### src/rtl/dbcr_pkg.sv
// ----------------------------------------------------------------------------
// dbcr_pkg
// Shared types and constants of the dark blob centroid and radius block.
// ----------------------------------------------------------------------------
package dbcr_pkg;

    localparam int MAX_WIDTH  = 1024;
    localparam int MAX_HEIGHT = 1024;

    // Coordinate widths follow the largest frame.
    localparam int X_W = $clog2(MAX_WIDTH);
    localparam int Y_W = $clog2(MAX_HEIGHT);

    // Field widths of the ports.
    localparam int PIX_W      = 8;
    localparam int SIZE_W     = 11;
    localparam int CFG_DATA_W = 11;
    localparam int CFG_IDX_W  = 2;
    localparam int CENTER_W   = 10;
    localparam int RAD_W      = 9;

    // Accumulator widths.
    localparam int CNT_W = X_W + Y_W + 1;
    localparam int SUM_W = X_W + Y_W + ((X_W > Y_W) ? X_W : Y_W);

    // Divider: the mean of coordinates is below 2**Q_W.
    localparam int Q_W    = (X_W > Y_W) ? X_W : Y_W;
    localparam int DIVR_W = CNT_W + Q_W - 1;
    localparam int DIV_W  = (SUM_W > DIVR_W) ? SUM_W : DIVR_W;
    localparam int STEP_W = $clog2(Q_W);

    localparam logic [PIX_W-1:0]  THRESHOLD_RESET = PIX_W'(50);
    localparam logic [SIZE_W-1:0] WIDTH_RESET     = SIZE_W'(640);
    localparam logic [SIZE_W-1:0] HEIGHT_RESET    = SIZE_W'(480);

    localparam logic [CFG_IDX_W-1:0] REG_THRESHOLD    = CFG_IDX_W'(0);
    localparam logic [CFG_IDX_W-1:0] REG_FRAME_WIDTH  = CFG_IDX_W'(1);
    localparam logic [CFG_IDX_W-1:0] REG_FRAME_HEIGHT = CFG_IDX_W'(2);

    typedef enum logic [1:0] {
        ST_RUN,
        ST_DIV,
        ST_FIN
    } dbcr_state_t;

    typedef struct packed {
        logic accept;      // take the pixel and update the sums
        logic start_div;   // latch frame totals, clear sums
        logic div_step;    // one quotient bit
        logic load_pixel;  // plain pixel result into the output register
        logic load_frame;  // frame summary into the output register
    } dbcr_cmd_t;

    typedef struct packed {
        logic last_pixel;  // current position is the frame's last pixel
        logic out_free;    // output register can take an item
    } dbcr_status_t;

endpackage

### src/rtl/dbcr_if.sv
// ----------------------------------------------------------------------------
// dbcr_if
// Channel interfaces: pixel input, result output and register writes.
// ----------------------------------------------------------------------------
interface dbcr_pix_if
    import dbcr_pkg::*;
();
    logic             valid;
    logic             ready;
    logic [PIX_W-1:0] pixel_value;

    modport source (output valid, output pixel_value, input ready);
    modport sink   (input valid, input pixel_value, output ready);
endinterface

interface dbcr_res_if
    import dbcr_pkg::*;
();
    logic                valid;
    logic                ready;
    logic                marked;
    logic                frame_done;
    logic                found;
    logic [CENTER_W-1:0] center_x;
    logic [CENTER_W-1:0] center_y;
    logic [RAD_W-1:0]    radius;

    modport source (output valid, output marked, output frame_done, output found,
                    output center_x, output center_y, output radius, input ready);
    modport sink   (input valid, input marked, input frame_done, input found,
                    input center_x, input center_y, input radius, output ready);
endinterface

interface dbcr_cfg_if
    import dbcr_pkg::*;
();
    logic                  valid;
    logic                  ready;
    logic [CFG_IDX_W-1:0]  index;
    logic [CFG_DATA_W-1:0] data;

    modport source (output valid, output index, output data, input ready);
    modport sink   (input valid, input index, input data, output ready);
endinterface

### src/rtl/dbcr_ctrl.sv
// ----------------------------------------------------------------------------
// dbcr_ctrl
// Sequencer: pixel acceptance, frame-end division and summary output.
// ----------------------------------------------------------------------------
module dbcr_ctrl
    import dbcr_pkg::*;
(
    input  logic         clk,
    input  logic         rst_n,
    input  logic         in_valid,
    output logic         in_ready,
    input  dbcr_status_t status,
    output dbcr_cmd_t    cmd
);

    dbcr_state_t       state_reg, state_next;
    logic [STEP_W-1:0] step_reg, step_next;

    always_ff @(posedge clk or negedge rst_n)
    begin
        if (!rst_n)
        begin
            state_reg <= ST_RUN;
            step_reg  <= '0;
        end
        else
        begin
            state_reg <= state_next;
            step_reg  <= step_next;
        end
    end

    always_comb
    begin
        state_next = state_reg;
        step_next  = step_reg;
        in_ready   = 1'b0;
        cmd        = '0;
        case (state_reg)
            ST_RUN:
            begin
                in_ready = status.out_free;
                if (in_valid && status.out_free)
                begin
                    cmd.accept = 1'b1;
                    if (status.last_pixel)
                    begin
                        cmd.start_div = 1'b1;
                        step_next     = STEP_W'(Q_W - 1);
                        state_next    = ST_DIV;
                    end
                    else
                    begin
                        cmd.load_pixel = 1'b1;
                    end
                end
            end
            ST_DIV:
            begin
                cmd.div_step = 1'b1;
                if (step_reg == '0)
                    state_next = ST_FIN;
                else
                    step_next = step_reg - 1'b1;
            end
            ST_FIN:
            begin
                // hold until the output register drains
                if (status.out_free)
                begin
                    cmd.load_frame = 1'b1;
                    state_next     = ST_RUN;
                end
            end
            default:
            begin
                state_next = ST_RUN;
            end
        endcase
    end

endmodule

### src/rtl/dbcr_datapath.sv
// ----------------------------------------------------------------------------
// dbcr_datapath
// Position tracking, accumulators, shared restoring divider, output register.
// ----------------------------------------------------------------------------
module dbcr_datapath
    import dbcr_pkg::*;
(
    input  logic              clk,
    input  logic              rst_n,
    input  logic [PIX_W-1:0]  pixel_value,
    dbcr_cfg_if.sink          cfg,
    dbcr_res_if.source        res,
    input  dbcr_cmd_t         cmd,
    output dbcr_status_t      status
);

    // configuration
    logic [PIX_W-1:0]  threshold_reg;
    logic [SIZE_W-1:0] width_reg;
    logic [SIZE_W-1:0] height_reg;

    // frame accumulators
    logic [X_W-1:0]   column_reg, column_next;
    logic [Y_W-1:0]   row_reg, row_next;
    logic [CNT_W-1:0] count_reg, count_next;
    logic [SUM_W-1:0] sum_x_reg, sum_x_next;
    logic [SUM_W-1:0] sum_y_reg, sum_y_next;
    logic [X_W-1:0]   min_x_reg, min_x_next, max_x_reg, max_x_next;
    logic [Y_W-1:0]   min_y_reg, min_y_next, max_y_reg, max_y_next;

    // frame-end divider and latched totals
    logic [DIV_W-1:0] rem_x_reg, rem_y_reg, divisor_reg;
    logic [Q_W-1:0]   quot_x_reg, quot_y_reg;
    logic             found_reg;
    logic             last_mark_reg;
    logic [X_W-1:0]   box_min_x_reg, box_max_x_reg;
    logic [Y_W-1:0]   box_min_y_reg, box_max_y_reg;

    // output register
    logic                out_valid_reg;
    logic                out_marked_reg, out_done_reg, out_found_reg;
    logic [CENTER_W-1:0] out_cx_reg, out_cy_reg;
    logic [RAD_W-1:0]    out_rad_reg;

    logic           mark;
    logic [X_W-1:0] limit_x;
    logic [Y_W-1:0] limit_y;
    logic           row_end;
    logic           ge_x, ge_y;
    logic [X_W-1:0] dx;
    logic [Y_W-1:0] dy;
    logic [Q_W-1:0] side_min;

    assign cfg.ready = 1'b1;

    always_ff @(posedge clk or negedge rst_n)
    begin
        if (!rst_n)
        begin
            threshold_reg <= THRESHOLD_RESET;
            width_reg     <= WIDTH_RESET;
            height_reg    <= HEIGHT_RESET;
        end
        else if (cfg.valid)
        begin
            case (cfg.index)
                REG_THRESHOLD:    threshold_reg <= cfg.data[PIX_W-1:0];
                REG_FRAME_WIDTH:  width_reg     <= cfg.data[SIZE_W-1:0];
                REG_FRAME_HEIGHT: height_reg    <= cfg.data[SIZE_W-1:0];
                default:          ;
            endcase
        end
    end

    // last column and row; zero size acts as one, oversize as the maximum
    always_comb
    begin
        if (width_reg == '0)
            limit_x = '0;
        else if (32'(width_reg) > 32'(MAX_WIDTH))
            limit_x = X_W'(MAX_WIDTH - 1);
        else
            limit_x = X_W'(width_reg - 1'b1);
        if (height_reg == '0)
            limit_y = '0;
        else if (32'(height_reg) > 32'(MAX_HEIGHT))
            limit_y = Y_W'(MAX_HEIGHT - 1);
        else
            limit_y = Y_W'(height_reg - 1'b1);
    end

    assign mark    = pixel_value < threshold_reg;
    assign row_end = column_reg >= limit_x;

    assign status.last_pixel = row_end && (row_reg >= limit_y);
    assign status.out_free   = !out_valid_reg || res.ready;

    always_comb
    begin
        count_next = count_reg;
        sum_x_next = sum_x_reg;
        sum_y_next = sum_y_reg;
        min_x_next = min_x_reg;
        max_x_next = max_x_reg;
        min_y_next = min_y_reg;
        max_y_next = max_y_reg;
        if (mark)
        begin
            count_next = count_reg + 1'b1;
            sum_x_next = sum_x_reg + SUM_W'(column_reg);
            sum_y_next = sum_y_reg + SUM_W'(row_reg);
            if (column_reg < min_x_reg) min_x_next = column_reg;
            if (column_reg > max_x_reg) max_x_next = column_reg;
            if (row_reg < min_y_reg)    min_y_next = row_reg;
            if (row_reg > max_y_reg)    max_y_next = row_reg;
        end
        if (row_end)
        begin
            column_next = '0;
            row_next    = status.last_pixel ? '0 : row_reg + 1'b1;
        end
        else
        begin
            column_next = column_reg + 1'b1;
            row_next    = row_reg;
        end
    end

    always_ff @(posedge clk or negedge rst_n)
    begin
        if (!rst_n)
        begin
            column_reg <= '0;
            row_reg    <= '0;
            count_reg  <= '0;
            sum_x_reg  <= '0;
            sum_y_reg  <= '0;
            min_x_reg  <= '1;
            max_x_reg  <= '0;
            min_y_reg  <= '1;
            max_y_reg  <= '0;
        end
        else if (cmd.accept)
        begin
            column_reg <= column_next;
            row_reg    <= row_next;
            if (cmd.start_div)
            begin
                // clear for the next frame
                count_reg <= '0;
                sum_x_reg <= '0;
                sum_y_reg <= '0;
                min_x_reg <= '1;
                max_x_reg <= '0;
                min_y_reg <= '1;
                max_y_reg <= '0;
            end
            else
            begin
                count_reg <= count_next;
                sum_x_reg <= sum_x_next;
                sum_y_reg <= sum_y_next;
                min_x_reg <= min_x_next;
                max_x_reg <= max_x_next;
                min_y_reg <= min_y_next;
                max_y_reg <= max_y_next;
            end
        end
    end

    assign ge_x = rem_x_reg >= divisor_reg;
    assign ge_y = rem_y_reg >= divisor_reg;

    always_ff @(posedge clk)
    begin
        if (cmd.start_div)
        begin
            rem_x_reg     <= DIV_W'(sum_x_next);
            rem_y_reg     <= DIV_W'(sum_y_next);
            divisor_reg   <= DIV_W'({count_next, {(Q_W-1){1'b0}}});
            quot_x_reg    <= '0;
            quot_y_reg    <= '0;
            found_reg     <= count_next != '0;
            last_mark_reg <= mark;
            box_min_x_reg <= min_x_next;
            box_max_x_reg <= max_x_next;
            box_min_y_reg <= min_y_next;
            box_max_y_reg <= max_y_next;
        end
        else if (cmd.div_step)
        begin
            // one quotient bit per cycle, divisor walks right
            if (ge_x) rem_x_reg <= rem_x_reg - divisor_reg;
            if (ge_y) rem_y_reg <= rem_y_reg - divisor_reg;
            quot_x_reg  <= {quot_x_reg[Q_W-2:0], ge_x};
            quot_y_reg  <= {quot_y_reg[Q_W-2:0], ge_y};
            divisor_reg <= divisor_reg >> 1;
        end
    end

    assign dx       = box_max_x_reg - box_min_x_reg;
    assign dy       = box_max_y_reg - box_min_y_reg;
    assign side_min = (Q_W'(dx) < Q_W'(dy)) ? Q_W'(dx) : Q_W'(dy);

    always_ff @(posedge clk or negedge rst_n)
    begin
        if (!rst_n)
            out_valid_reg <= 1'b0;
        else if (cmd.load_pixel || cmd.load_frame)
            out_valid_reg <= 1'b1;
        else if (res.ready)
            out_valid_reg <= 1'b0;
    end

    always_ff @(posedge clk)
    begin
        if (cmd.load_pixel)
        begin
            out_marked_reg <= mark;
            out_done_reg   <= 1'b0;
            out_found_reg  <= 1'b0;
            out_cx_reg     <= '0;
            out_cy_reg     <= '0;
            out_rad_reg    <= '0;
        end
        else if (cmd.load_frame)
        begin
            out_marked_reg <= last_mark_reg;
            out_done_reg   <= 1'b1;
            out_found_reg  <= found_reg;
            out_cx_reg     <= found_reg ? CENTER_W'(quot_x_reg) : '0;
            out_cy_reg     <= found_reg ? CENTER_W'(quot_y_reg) : '0;
            out_rad_reg    <= found_reg ? RAD_W'(side_min >> 1) : '0;
        end
    end

    assign res.valid      = out_valid_reg;
    assign res.marked     = out_marked_reg;
    assign res.frame_done = out_done_reg;
    assign res.found      = out_found_reg;
    assign res.center_x   = out_cx_reg;
    assign res.center_y   = out_cy_reg;
    assign res.radius     = out_rad_reg;

endmodule

### src/rtl/dark_blob_centroid_radius.sv
// ----------------------------------------------------------------------------
// dark_blob_centroid_radius
// Thresholded blob centroid and radius over a raster pixel stream.
// ----------------------------------------------------------------------------
// Each pixel item yields one result item. Pixels are taken one per cycle while
// the output register is free; after the last pixel of a frame the input is held
// while the restoring divider forms both centroid quotients one bit per cycle,
// before the frame summary is loaded into the output register. Position and
// sums advance only on accepted pixels; register writes are taken at any
// time and do not move the position or clear the sums.
module dark_blob_centroid_radius
    import dbcr_pkg::*;
(
    input  logic       clk,
    input  logic       rst_n,
    dbcr_pix_if.sink   pixels,
    dbcr_res_if.source results,
    dbcr_cfg_if.sink   cfg
);

    dbcr_cmd_t    cmd;
    dbcr_status_t status;
    logic         in_ready;

    assign pixels.ready = in_ready;

    dbcr_ctrl u_ctrl (
        .clk      (clk),
        .rst_n    (rst_n),
        .in_valid (pixels.valid),
        .in_ready (in_ready),
        .status   (status),
        .cmd      (cmd)
    );

    dbcr_datapath u_datapath (
        .clk         (clk),
        .rst_n       (rst_n),
        .pixel_value (pixels.pixel_value),
        .cfg         (cfg),
        .res         (results),
        .cmd         (cmd),
        .status      (status)
    );

endmodule

### src/flat_wrapper.sv
// flat-port wrapper written by rule: the top's interface ports become plain ports
module dark_blob_centroid_radius_flat import dbcr_pkg::*;
  (clk, rst_n, pixels_valid, pixels_pixel_value, pixels_ready, results_valid, results_marked, results_frame_done, results_found, results_center_x, results_center_y, results_radius, results_ready, cfg_valid, cfg_index, cfg_data, cfg_ready);
  dbcr_pix_if pixels_i ();
  dbcr_res_if results_i ();
  dbcr_cfg_if cfg_i ();
  input  logic clk;
  input  logic rst_n;
  input wire logic [$bits(pixels_i.valid)-1:0] pixels_valid;
  input wire logic [$bits(pixels_i.pixel_value)-1:0] pixels_pixel_value;
  output wire logic [$bits(pixels_i.ready)-1:0] pixels_ready;
  output wire logic [$bits(results_i.valid)-1:0] results_valid;
  output wire logic [$bits(results_i.marked)-1:0] results_marked;
  output wire logic [$bits(results_i.frame_done)-1:0] results_frame_done;
  output wire logic [$bits(results_i.found)-1:0] results_found;
  output wire logic [$bits(results_i.center_x)-1:0] results_center_x;
  output wire logic [$bits(results_i.center_y)-1:0] results_center_y;
  output wire logic [$bits(results_i.radius)-1:0] results_radius;
  input wire logic [$bits(results_i.ready)-1:0] results_ready;
  input wire logic [$bits(cfg_i.valid)-1:0] cfg_valid;
  input wire logic [$bits(cfg_i.index)-1:0] cfg_index;
  input wire logic [$bits(cfg_i.data)-1:0] cfg_data;
  output wire logic [$bits(cfg_i.ready)-1:0] cfg_ready;
  assign pixels_i.valid = pixels_valid;
  assign pixels_i.pixel_value = pixels_pixel_value;
  assign pixels_ready = pixels_i.ready;
  assign results_valid = results_i.valid;
  assign results_marked = results_i.marked;
  assign results_frame_done = results_i.frame_done;
  assign results_found = results_i.found;
  assign results_center_x = results_i.center_x;
  assign results_center_y = results_i.center_y;
  assign results_radius = results_i.radius;
  assign results_i.ready = results_ready;
  assign cfg_i.valid = cfg_valid;
  assign cfg_i.index = cfg_index;
  assign cfg_i.data = cfg_data;
  assign cfg_ready = cfg_i.ready;
  dark_blob_centroid_radius u_core (.clk(clk), .rst_n(rst_n), .pixels(pixels_i), .results(results_i), .cfg(cfg_i));
endmodule
### config.mk
export PLATFORM = sky130hd
export DESIGN_NAME = dark_blob_centroid_radius_flat
export DESIGN_NICKNAME = d
export VERILOG_FILES = /design/src/rtl/dbcr_pkg.sv /design/src/rtl/dbcr_if.sv /design/src/rtl/dbcr_ctrl.sv /design/src/rtl/dbcr_datapath.sv /design/src/rtl/dark_blob_centroid_radius.sv /design/src/flat_wrapper.sv
export SDC_FILE = /design/constraint.sdc
export NUM_CORES = 1
export LEC_CHECK = 0
export BUFFER_PORTS_ARGS = -buffer_cell sky130_fd_sc_hd__buf_2
export CAP_MARGIN = 20
export CORE_MARGIN = 2
export CORE_UTILIZATION = 40
export CTS_CLUSTER_DIAMETER = 60
export DETAILED_ROUTE_END_ITERATION = 6
export GPL_ROUTABILITY_DRIVEN = 1
export GPL_TIMING_DRIVEN = 0
export PLACE_DENSITY_LB_ADDON = 0.05
export REMOVE_ABC_BUFFERS = 1
export SYNTH_ARGS = -nofsm -noshare
export SYNTH_HDL_FRONTEND = slang
export SYNTH_SLANG_ARGS = --single-unit
export TNS_END_PERCENT = 50
### constraint.sdc
create_clock -name clk -period 16.65 [get_ports clk]
set_clock_uncertainty 0.2 [all_clocks]
set_input_delay 0 -clock clk [delete_from_list [all_inputs] [get_ports clk]]
set_output_delay 0 -clock clk [all_outputs]
set_load 0.03 [all_outputs]
==> out/qor.yml, run 1 <==
final_layout:
  layoutNonFillerInstCount: 3321
  fin_nets: 2738
  fin_area_mm2: 0.0262
  drive_above_1_share: 0.104
  num_antenna_cells: 0
  fin_util: 0.464
  area_growth_syn_to_layout_pct: 14.4
synth:
  synth-edff-count: 124
  yosysWarnings: 0
  ys_ff_latch: 362
  ys.flop_type: "dfrtp_1"
  synth_cell_type_count: 85
  synth_area_mm2: 0.0229
  postSynthAreaPerCell_um2: 9.29
  async_flop_share: 0.492
  netlist_instances: 2466
  yosysSeqAreaShare: 0.411
place:
  pre_cts_slack_ns: 9.65
  placed_area_mm2: 0.0241
  place_inst: 3191
  place.gp.congestion: 0.846
  io_buffers: 59
  dpl.hpwl_um: 44800
clocking:
  clk_path_buf_depth: 3
  clk_latency_ns: 0.58
  cts_resized: 0
  clock-sinks: 362
  post_cts_buffers: 0
  clk_pin_slew_worst_paths_ns: 0.06
  htreeDepth: 2
  cts_root_buf: "clkbuf_16"
  cts_buffers: 47
  tritoncts: "built"
floorplan:
  rows: 87
  die_y_um: 243
  die_w_um: 243
  dieArea_mm2: 0.0592
  start_util: 0.405
  core_area_mm2: 0.0565
  ios: 61
sta:
  min_period_ns: 6.96
  max_freq_ghz: 0.144
  timing.final.crit_share: 0.418
  maxSlewViolCount: 0
  rsz0062_at_grt: "false"
  setup_viol: 0
  whs_ns: 0.0401
  max_slew_margin: 0.283
  finalWorstSetupSlack_ns: 9.69
  tightest_slew_ns: 1.08
  finalSetupTns_ns: 0
  hold_viol_final: 0
drt:
  vias: 18372
  drtIter0Drc: 1010
  via_per_inst: 5.53
  drcViolationCount: 0
  first_pass_iters: 5
  routed_wl_um: 64100
  ant_nets: 0
  wire_per_inst_um: 19.3
global_route:
  grt_pass1_wl_um: 102000
  gr-total-overflow: 0
  antenna_found_initial: 0
  grt_max_degree: 83
  grtUsageTotal: 0.215
  grt_pass1_vias: 18257
run:
  drv_cap: 0
hold_path:
  hp-class: "input pin to register"
pwr:
  power_density_mw_per_mm2: 114
  power_mw: 2.98
  vdd_drop_max_mv: 0.0829
  leakage_nw: 11.3
setup_path:
  path_max_fanout: 82
  cp.required_ns: 16.66
  end_kind: "register"
  start_kind: "register"
  worst-setup-path-type: "register to register"
  arrival_ns: 6.96
status:
  status: "complete, no violations"
==> synthesized netlist by cell type (5+ instances only) <==
| master | n | area (um^2) |
|---|---|---|
| a41oi_1 | 6 | 52.6 |
| a21oi_1 | 172 | 861 |
| nand4_1 | 22 | 138 |
| a21o_1 | 57 | 428 |
| or4_1 | 7 | 52.6 |
| nor3_1 | 42 | 210 |
| o31ai_1 | 30 | 225 |
| edfxtp_1 | 124 | 3720 |
| nor2b_1 | 17 | 106 |
| mux2i_1 | 22 | 220 |
| nand2_1 | 319 | 1200 |
| a211oi_1 | 17 | 128 |
| a31oi_1 | 26 | 163 |
| and4_1 | 9 | 78.8 |
| nor4_1 | 10 | 62.6 |
| fa_1 | 6 | 120 |
| or2_2 | 8 | 50.1 |
| dfrtp_1 | 149 | 3730 |
| nand3b_1 | 12 | 90.1 |
| o211ai_1 | 9 | 67.6 |
| a211o_1 | 5 | 43.8 |
| nand3_1 | 56 | 280 |
| a22o_1 | 66 | 578 |
| nor3b_1 | 6 | 45.0 |
| xnor2_1 | 84 | 736 |
| inv_1 | 148 | 556 |
| mux2_2 | 40 | 450 |
| o21ai_0 | 201 | 1010 |
| and2_1 | 18 | 113 |
| nand2b_1 | 26 | 163 |
| clkbuf_1 | 71 | 267 |
| a311oi_1 | 7 | 61.3 |
| dfstp_2 | 29 | 762 |
| o21bai_1 | 8 | 60.1 |
| o22a_1 | 20 | 175 |
| o2bb2ai_1 | 9 | 78.8 |
| dfxtp_1 | 60 | 1200 |
| o22ai_1 | 31 | 194 |
| buf_1 | 15 | 56.3 |
| ha_1 | 179 | 2240 |
| o21a_1 | 19 | 143 |
| xor2_1 | 71 | 622 |
| buf_2 | 21 | 105 |
| and3_1 | 33 | 206 |
| nor2_1 | 113 | 424 |
==> layout make-up <==
cell class	count	area (um^2)
clock buffer	73	1510
clock inverter	14	153
fill	5397	30300
inverter	149	564
multi-input combinational	1846	12500
sequential	362	9420
tap	756	946
timing repair buffer	121	1050
==> placed cells by master, fill, tap and decap left out, types with 54 or more instances in the layout <==
cell       count
dfxtp_1       60
nor2_1       110
xnor2_1       84
inv_1        147
nand2_1      316
o21ai_0      201
ha_1         179
a22o_1        66
buf_2         60
xor2_1        71
a21o_1        57
clkbuf_16     54
dfrtp_1      149
nand3_1       56
a21oi_1      172
edfxtp_1     124
==> critical path: stages (launching register included) <==
cell and delay [ns]:
dfrtp_1 0.43, or4_1 0.60, nor4_1 0.48, nand3b_1 0.38, nor2_1 0.22, a21oi_1 0.07
ha_1 0.28, nor2b_1 0.04, o21ai_0 0.21, nand4_1 0.15, a41oi_1 0.75, nand2_4 0.73
inv_6 0.82, buf_16 0.35, or2_2 0.72
==> cell families after synthesis <==
logic type / after synthesis / synth area share
AOI/OAI and AO/OA: 729 / 0.206
xor gates and xnor gates: 155 / 0.0593
adders and majority gates: 185 / 0.103
buffers and inverters: 258 / 0.0437
DFF: 362 / 0.411
muxes: 62 / 0.0293
other: 1 / 0.000164
and+or+nand+nor: 714 / 0.147
==> where the power goes <==
group	leakage [nW]	switching (mW)	internal, mW
Sequential	3.84	0.134	1.05
Clock	0.829	0.409	0.671
Combinational	6.65	0.398	0.314
==> routing by layer <==
metal | part of all wire | up-vias | global-route usage
li1 | - | 9081 | -
met1 | 0.47 | 8934 | 0.291
met2 | 0.47 | 282 | 0.365
met3 | 0.032 | 75 | 0.0263
met4 | 0.020 | 0 | 0.0543
met5 | 0 | - | 0
==> path summary, 6_finish.rpt <==
kind	from	endpoint	slack, ns	cells past startpoint
hold / removal	cfg_data[1]	u_core.u_datapath.height_reg[1]	0.04	3
setup reg to reg	u_core.u_datapath.height_reg[2]	u_core.u_datapath.rem_y_reg[15]	9.69	14
min in group asynchronous	rst_n	u_core.u_datapath.min_y_reg[8]	0.46	3
setup / recovery	u_core.u_datapath.height_reg[2]	u_core.u_datapath.rem_y_reg[15]	9.69	14
max in group asynchronous	rst_n	u_core.u_datapath.column_reg[1]	15.31	4
hold reg to reg	u_core.u_datapath.res.found	u_core.u_datapath.res.found	0.25	1
==> what timing repair did <==
action	4_1_cts	5_1_grt
endpoints found under the hold margin	218	0
hold buffers	41	0
setup endpoints to repair	0	0
(Power assumes the default switching activity.)
==> run 2, diff against run 1 <==
==> constraint.sdc (replaced) <==
create_clock -name clk -period 5.85 [get_ports clk]
set_clock_uncertainty 0.2 [all_clocks]
set_input_delay 0 -clock clk [delete_from_list [all_inputs] [get_ports clk]]
set_output_delay 0 -clock clk [all_outputs]
set_load 0.03 [all_outputs]
==> run 2 against run 1 <==
  * Sequential power rose to 2.9 times the previous value
  * Die area unchanged
  * Combinational power rose to 2.9 times the previous value
  * Final cell count grew 0.36%
  * Worst hold slack lost 0.0045 ns
  * Sequential share of layout area is 0.26 points lower
  * Sequential cell count unchanged
  * Global-route usage rose by 0.36 points
  * Critical path depth grew 3
  * First-iteration DRC count is 6.3% higher
  * Critical endpoint is now u_core.u_datapath.res.center_y[9]
==> out/qor.yml, run 2 (synthesis results as in run 1) <==
place:
  place.gp.congestion: 0.846
  dpl.hpwl_um: 44800
  place_inst: 3191
  io_buffers: 59
  pre_cts_slack_ns: -1.15
hold_path:
  hp-class: "input pin to register"
floorplan:
  die_y_um: 243
  ios: 61
  dieArea_mm2: 0.0592
  rows: 87
  die_w_um: 243
  core_area_mm2: 0.0565
  start_util: 0.405
drt:
  ant_nets: 0
  via_per_inst: 5.57
  drcViolationCount: 0
  drtIter0Drc: 1074
  wire_per_inst_um: 19.7
  routed_wl_um: 65800
  vias: 18563
  first_pass_iters: 7
clocking:
  clk_latency_ns: 0.58
  cts_root_buf: "clkbuf_16"
  tritoncts: "built"
  clk_pin_slew_worst_paths_ns: 0.06
  htreeDepth: 2
  cts_buffers: 47
  clock-sinks: 362
  clk_path_buf_depth: 3
global_route:
  grt_pass1_vias: 18384
  grt_max_degree: 84
  gr-total-overflow: 0
  grt_pass1_wl_um: 103000
  antenna_found_initial: 0
  grtUsageTotal: 0.219
sta:
  maxSlewViolCount: 0
  timing.final.crit_share: 0.934
  tightest_slew_ns: 1.08
  hold_viol_final: 0
  max_freq_ghz: 0.183
  setup_viol: 0
  whs_ns: 0.0356
  min_period_ns: 5.46
  finalWorstSetupSlack_ns: 0.387
  max_slew_margin: 0.279
  rsz0062_at_grt: "false"
final_layout:
  layout_commonest_cell: "nand2_1"
  num_antenna_cells: 0
  layout_common_cells: "nand2_1, o21ai_0, ha_1"
  fin_nets: 2750
  area_growth_syn_to_layout_pct: 15.2
  drive_above_1_share: 0.109
  final.fill_count: 5387
  layoutNonFillerInstCount: 3333
  fin_util: 0.467
setup_path:
  cp.required_ns: 6.16
  path_buf_inv: 3
  arrival_ns: 5.77
  crit_chain: "or4_1, nor4_1, nand3b_1, nor2_1, a21oi_1, ha_1, nor2b_1, o21ai_0, nand4_1, a41o_1, nor2_4, buf_12, nor2_4, buf_12, nor2_2, buf_16, a22o_1"
  path_max_fanout: 26
  start_kind: "register"
  end_kind: "register"
  max_stage_delay_ns: 0.62
  slowest_stage: "nor2_2"
  path_delay_family: "simple AND/OR/NAND/NOR gates"
  worst-setup-path-type: "register to register"
pwr:
  power_density_mw_per_mm2: 322
  power_mw: 8.50
  vdd_drop_max_mv: 0.236
  leakage_nw: 11.4
run:
  drv_cap: 0
status:
  status: "complete, no violations"
-- run 2: power breakdown --
part | total, mW | internal (mW) | switching, mW | leakage (nW)
clock | 3.08 | 1.91 | 1.17 | 0.829
combinational | 2.05 | 0.902 | 1.15 | 6.73
sequential | 3.37 | 2.99 | 0.383 | 3.84
total | 8.50 | 5.80 | 2.70 | 11.4
-- run 2: layout make-up --
class | instances | area, um^2 | share of cell area
multi-input combinational | 1849 | 12600 | 0.479
sequential | 362 | 9420 | 0.357
clock buffer | 73 | 1510 | 0.0573
timing repair buffer | 129 | 1130 | 0.0428
tap | 756 | 946 | 0.0359
inverter | 149 | 576 | 0.0218
clock inverter | 14 | 153 | 0.00579
timing repair inverter | 1 | 8.76 | 0.000332
-- run 2: final timing paths --
check	slack [ns]	from	end	cells after the start
max	0.39	u_core.u_datapath.height_reg[2]	u_core.u_datapath.res.center_y[9]	17
min	0.04	cfg_data[1]	u_core.u_datapath.height_reg[1]	3
max reg2reg	0.39	u_core.u_datapath.height_reg[2]	u_core.u_datapath.res.center_y[9]	17
min reg2reg	0.25	u_core.u_datapath.res.found	u_core.u_datapath.res.found	1
max in group asynchronous	4.49	rst_n	u_core.u_datapath.column_reg[1]	4
min in group asynchronous	0.46	rst_n	u_core.u_datapath.min_y_reg[8]	3
-- run 2: metal layers --
layer  up-vias  share of wire  wire, um  track usage
li1       9118              -         -            -
met1      9040           0.47     31200        0.297
met2       330           0.47     30800        0.368
met3        75          0.040      2610       0.0284
met4         0          0.019      1250       0.0565
met5         -              0         0            0
-- run 2: repair_timing --
item | CTS | global route
gates cloned | 3 | 1
resized for setup | 9 | 5
endpoints found under the setup margin | 258 | 129
pin swaps | 2 | 2
hold buffers | 41 | 0
endpoints found under the hold margin | 218 | 0
buffers inserted | 4 | 5
-- run 2: stage by stage --
stage          area [um^2]   TNS, ns
2_1_floorplan        22500   -377.49
5_1_grt              26400         0
6_report             26400         0
3_3_place_gp         23700  -3208.08
4_1_cts              26300   -0.0100
3_5_place_dp         24100    -86.68
-- run 2: worst reg2reg max path, stage by stage (launching register included) --
cell and delay [ns]:
dfrtp_1 0.43, or4_1 0.60, nor4_1 0.48, nand3b_1 0.38
nor2_1 0.22, a21oi_1 0.07, ha_1 0.28, nor2b_1 0.04
o21ai_0 0.21, nand4_1 0.22, a41o_1 0.41, nor2_4 0.21
buf_12 0.20, nor2_4 0.13, buf_12 0.26, nor2_2 0.65
buf_16 0.23, a22o_1 0.16
==> run 3, diff against run 2 <==
--- a/config.mk
+++ b/config.mk
@@ -7,6 +7,8 @@
 export LEC_CHECK = 0
 export BUFFER_PORTS_ARGS = -buffer_cell sky130_fd_sc_hd__buf_2
 export CAP_MARGIN = 20
+export CELL_PAD_IN_SITES_DETAIL_PLACEMENT = 0
+export CELL_PAD_IN_SITES_GLOBAL_PLACEMENT = 1
 export CORE_MARGIN = 2
 export CORE_UTILIZATION = 40
 export CTS_CLUSTER_DIAMETER = 60
==> run 3 against run 2 <==
  * First-iteration DRC count increased by 8.3%
  * Final cell count shrank 0.36%
  * Clock-buffer cell count fell by 2
  * Largest cell class unchanged
  * Design area fell by 0.75%
  * Non-clock buffer count down 12
  * Combinational power is essentially flat
  * Clock power down 5%
  * Sequential share of layout area up 0.27 points
  * Sequential power barely moved
==> out/qor.yml, run 3 (synthesis results as in run 1) <==
status:
  status: "complete, no violations"
floorplan:
  ios: 61
  rows: 87
  core_area_mm2: 0.0565
  dieArea_mm2: 0.0592
  start_util: 0.405
  die_w_um: 243
  die_y_um: 243
drt:
  routed_wl_um: 66700
  drcViolationCount: 0
  vias: 18557
  via_per_inst: 5.59
  ant_nets: 0
  wire_per_inst_um: 20.1
  met1_length_um: 32100
  dr_wl_met3_um: 2630
  first_pass_iters: 5
  drtIter0Drc: 1163
  wl_met2_um: 30300
  highest_layer: "met4"
place:
  place.gp.congestion: 0.813
  dpl.hpwl_um: 45800
  pre_cts_slack_ns: -1.11
  place_inst: 3194
  io_buffers: 59
final_layout:
  layout_common_cells: "nand2_1, o21ai_0, ha_1"
  drive_above_1_share: 0.109
  fin_nets: 2739
  fin_util: 0.463
  layout_commonest_cell: "nand2_1"
  layoutNonFillerInstCount: 3321
  num_antenna_cells: 0
  area_growth_syn_to_layout_pct: 14.3
clocking:
  clk_latency_ns: 0.58
  clk_pin_slew_worst_paths_ns: 0.06
  cts_buffers: 49
  cts_root_buf: "clkbuf_16"
  clock-sinks: 362
  tritoncts: "built"
  htreeDepth: 2
  clk_path_buf_depth: 3
pwr:
  leakage_nw: 11.3
  power_density_mw_per_mm2: 320
  power_mw: 8.38
  vdd_drop_max_mv: 0.230
global_route:
  grt_pass1_wl_um: 104000
  grt_pass1_vias: 18415
  grt_max_degree: 115
  grtUsageTotal: 0.223
  gr-total-overflow: 0
  antenna_found_initial: 1
run:
  drv_cap: 0
setup_path:
  cp.required_ns: 5.91
  end_kind: "register"
  start_kind: "register"
  worst-setup-path-type: "register to register"
  reg2reg_from: "u_core.u_datapath.width_reg[5]"
  path_max_fanout: 92
  arrival_ns: 5.55
  startpoint: "u_core.u_datapath.width_reg[5]"
sta:
  maxSlewViolCount: 0
  min_period_ns: 5.50
  finalSetupTns_ns: 0
  timing.final.crit_share: 0.940
  tightest_slew_ns: 1.04
  max_slew_margin: 0.309
  setup_viol: 0
  hold_viol_final: 0
  rsz0062_at_grt: "false"
  finalWorstSetupSlack_ns: 0.353
  max_freq_ghz: 0.182
hold_path:
  hold_start: "cfg_data[5]"
  hp-class: "input pin to register"
-- run 3: changes by cell type in the layout (fill, tap and decap cells not counted), sizes merged --
cell	delta
bufinv	-2
clkinv	+4
clkbuf	-1
dlygate4sd3	-9
inv	-2
clkinvlp	+2
buf	-4
-- run 3: layout make-up --
| cell class | count | area (um^2) |
|---|---|---|
| inverter | 149 | 586 |
| multi-input combinational | 1849 | 12600 |
| fill | 5352 | 30300 |
| timing repair buffer | 117 | 1020 |
| clock buffer | 71 | 1440 |
| tap | 756 | 946 |
| sequential | 362 | 9420 |
| clock inverter | 17 | 134 |
-- run 3: layer usage --
| metal | global-route usage | vias up |
|---|---|---|
| li1 | - | 9088 |
| met1 | 0.310 | 8980 |
| met2 | 0.361 | 386 |
| met3 | 0.0282 | 103 |
| met4 | 0.0689 | 0 |
| met5 | 0 | - |
-- run 3: timing repair --
item | in CTS | in global routing
pin swaps | 2 | 0
endpoints found under the hold margin | 246 | 0
cloned | 2 | 1
setup buffers | 2 | 0
setup endpoints to repair | 239 | 129
hold buffers | 32 | 0
resized for setup | 11 | 5
-- run 3: metrics by stage --
step	area, um^2	hold WS (ns)
after floorplan	22500	-0.496
after global placement	23700	0.0652
after detailed placement	24100	-0.178
after CTS	26100	0.00466
after global routing	26200	0.0508
final	26200	0.0395
-- run 3: critical path: stages, from the launching register on --
cell       delay, ns
dfrtp_1         0.43
or4_1           0.60
or4_1           0.46
or3_1           0.37
nand2_1         0.20
o21ai_0         0.16
ha_1            0.29
nand2b_1        0.09
a31oi_1         0.08
o21ai_1         0.36
a21bo_2         0.47
nand2_8         0.29
clkinv_16       0.31
buf_16          0.38
or2_4           0.39
-- run 3: path summary, 6_finish.rpt --
path	endpoint	slack (ns)	cells after the start
max in group asynchronous	u_core.u_datapath.column_reg[3]	4.44	4
min	u_core.u_datapath.threshold_reg[5]	0.04	4
max	u_core.u_datapath.rem_y_reg[25]	0.35	14
max reg2reg	u_core.u_datapath.rem_y_reg[25]	0.35	14
min in group asynchronous	u_core.u_datapath.sum_x_reg[5]	0.39	4
min reg2reg	u_core.u_datapath.res.found	0.25	1
-- run 3: where the power goes --
group / internal (mW) / switching [mW]
Sequential: 2.99 / 0.384
Clock: 1.75 / 1.17
Combinational: 0.914 / 1.16
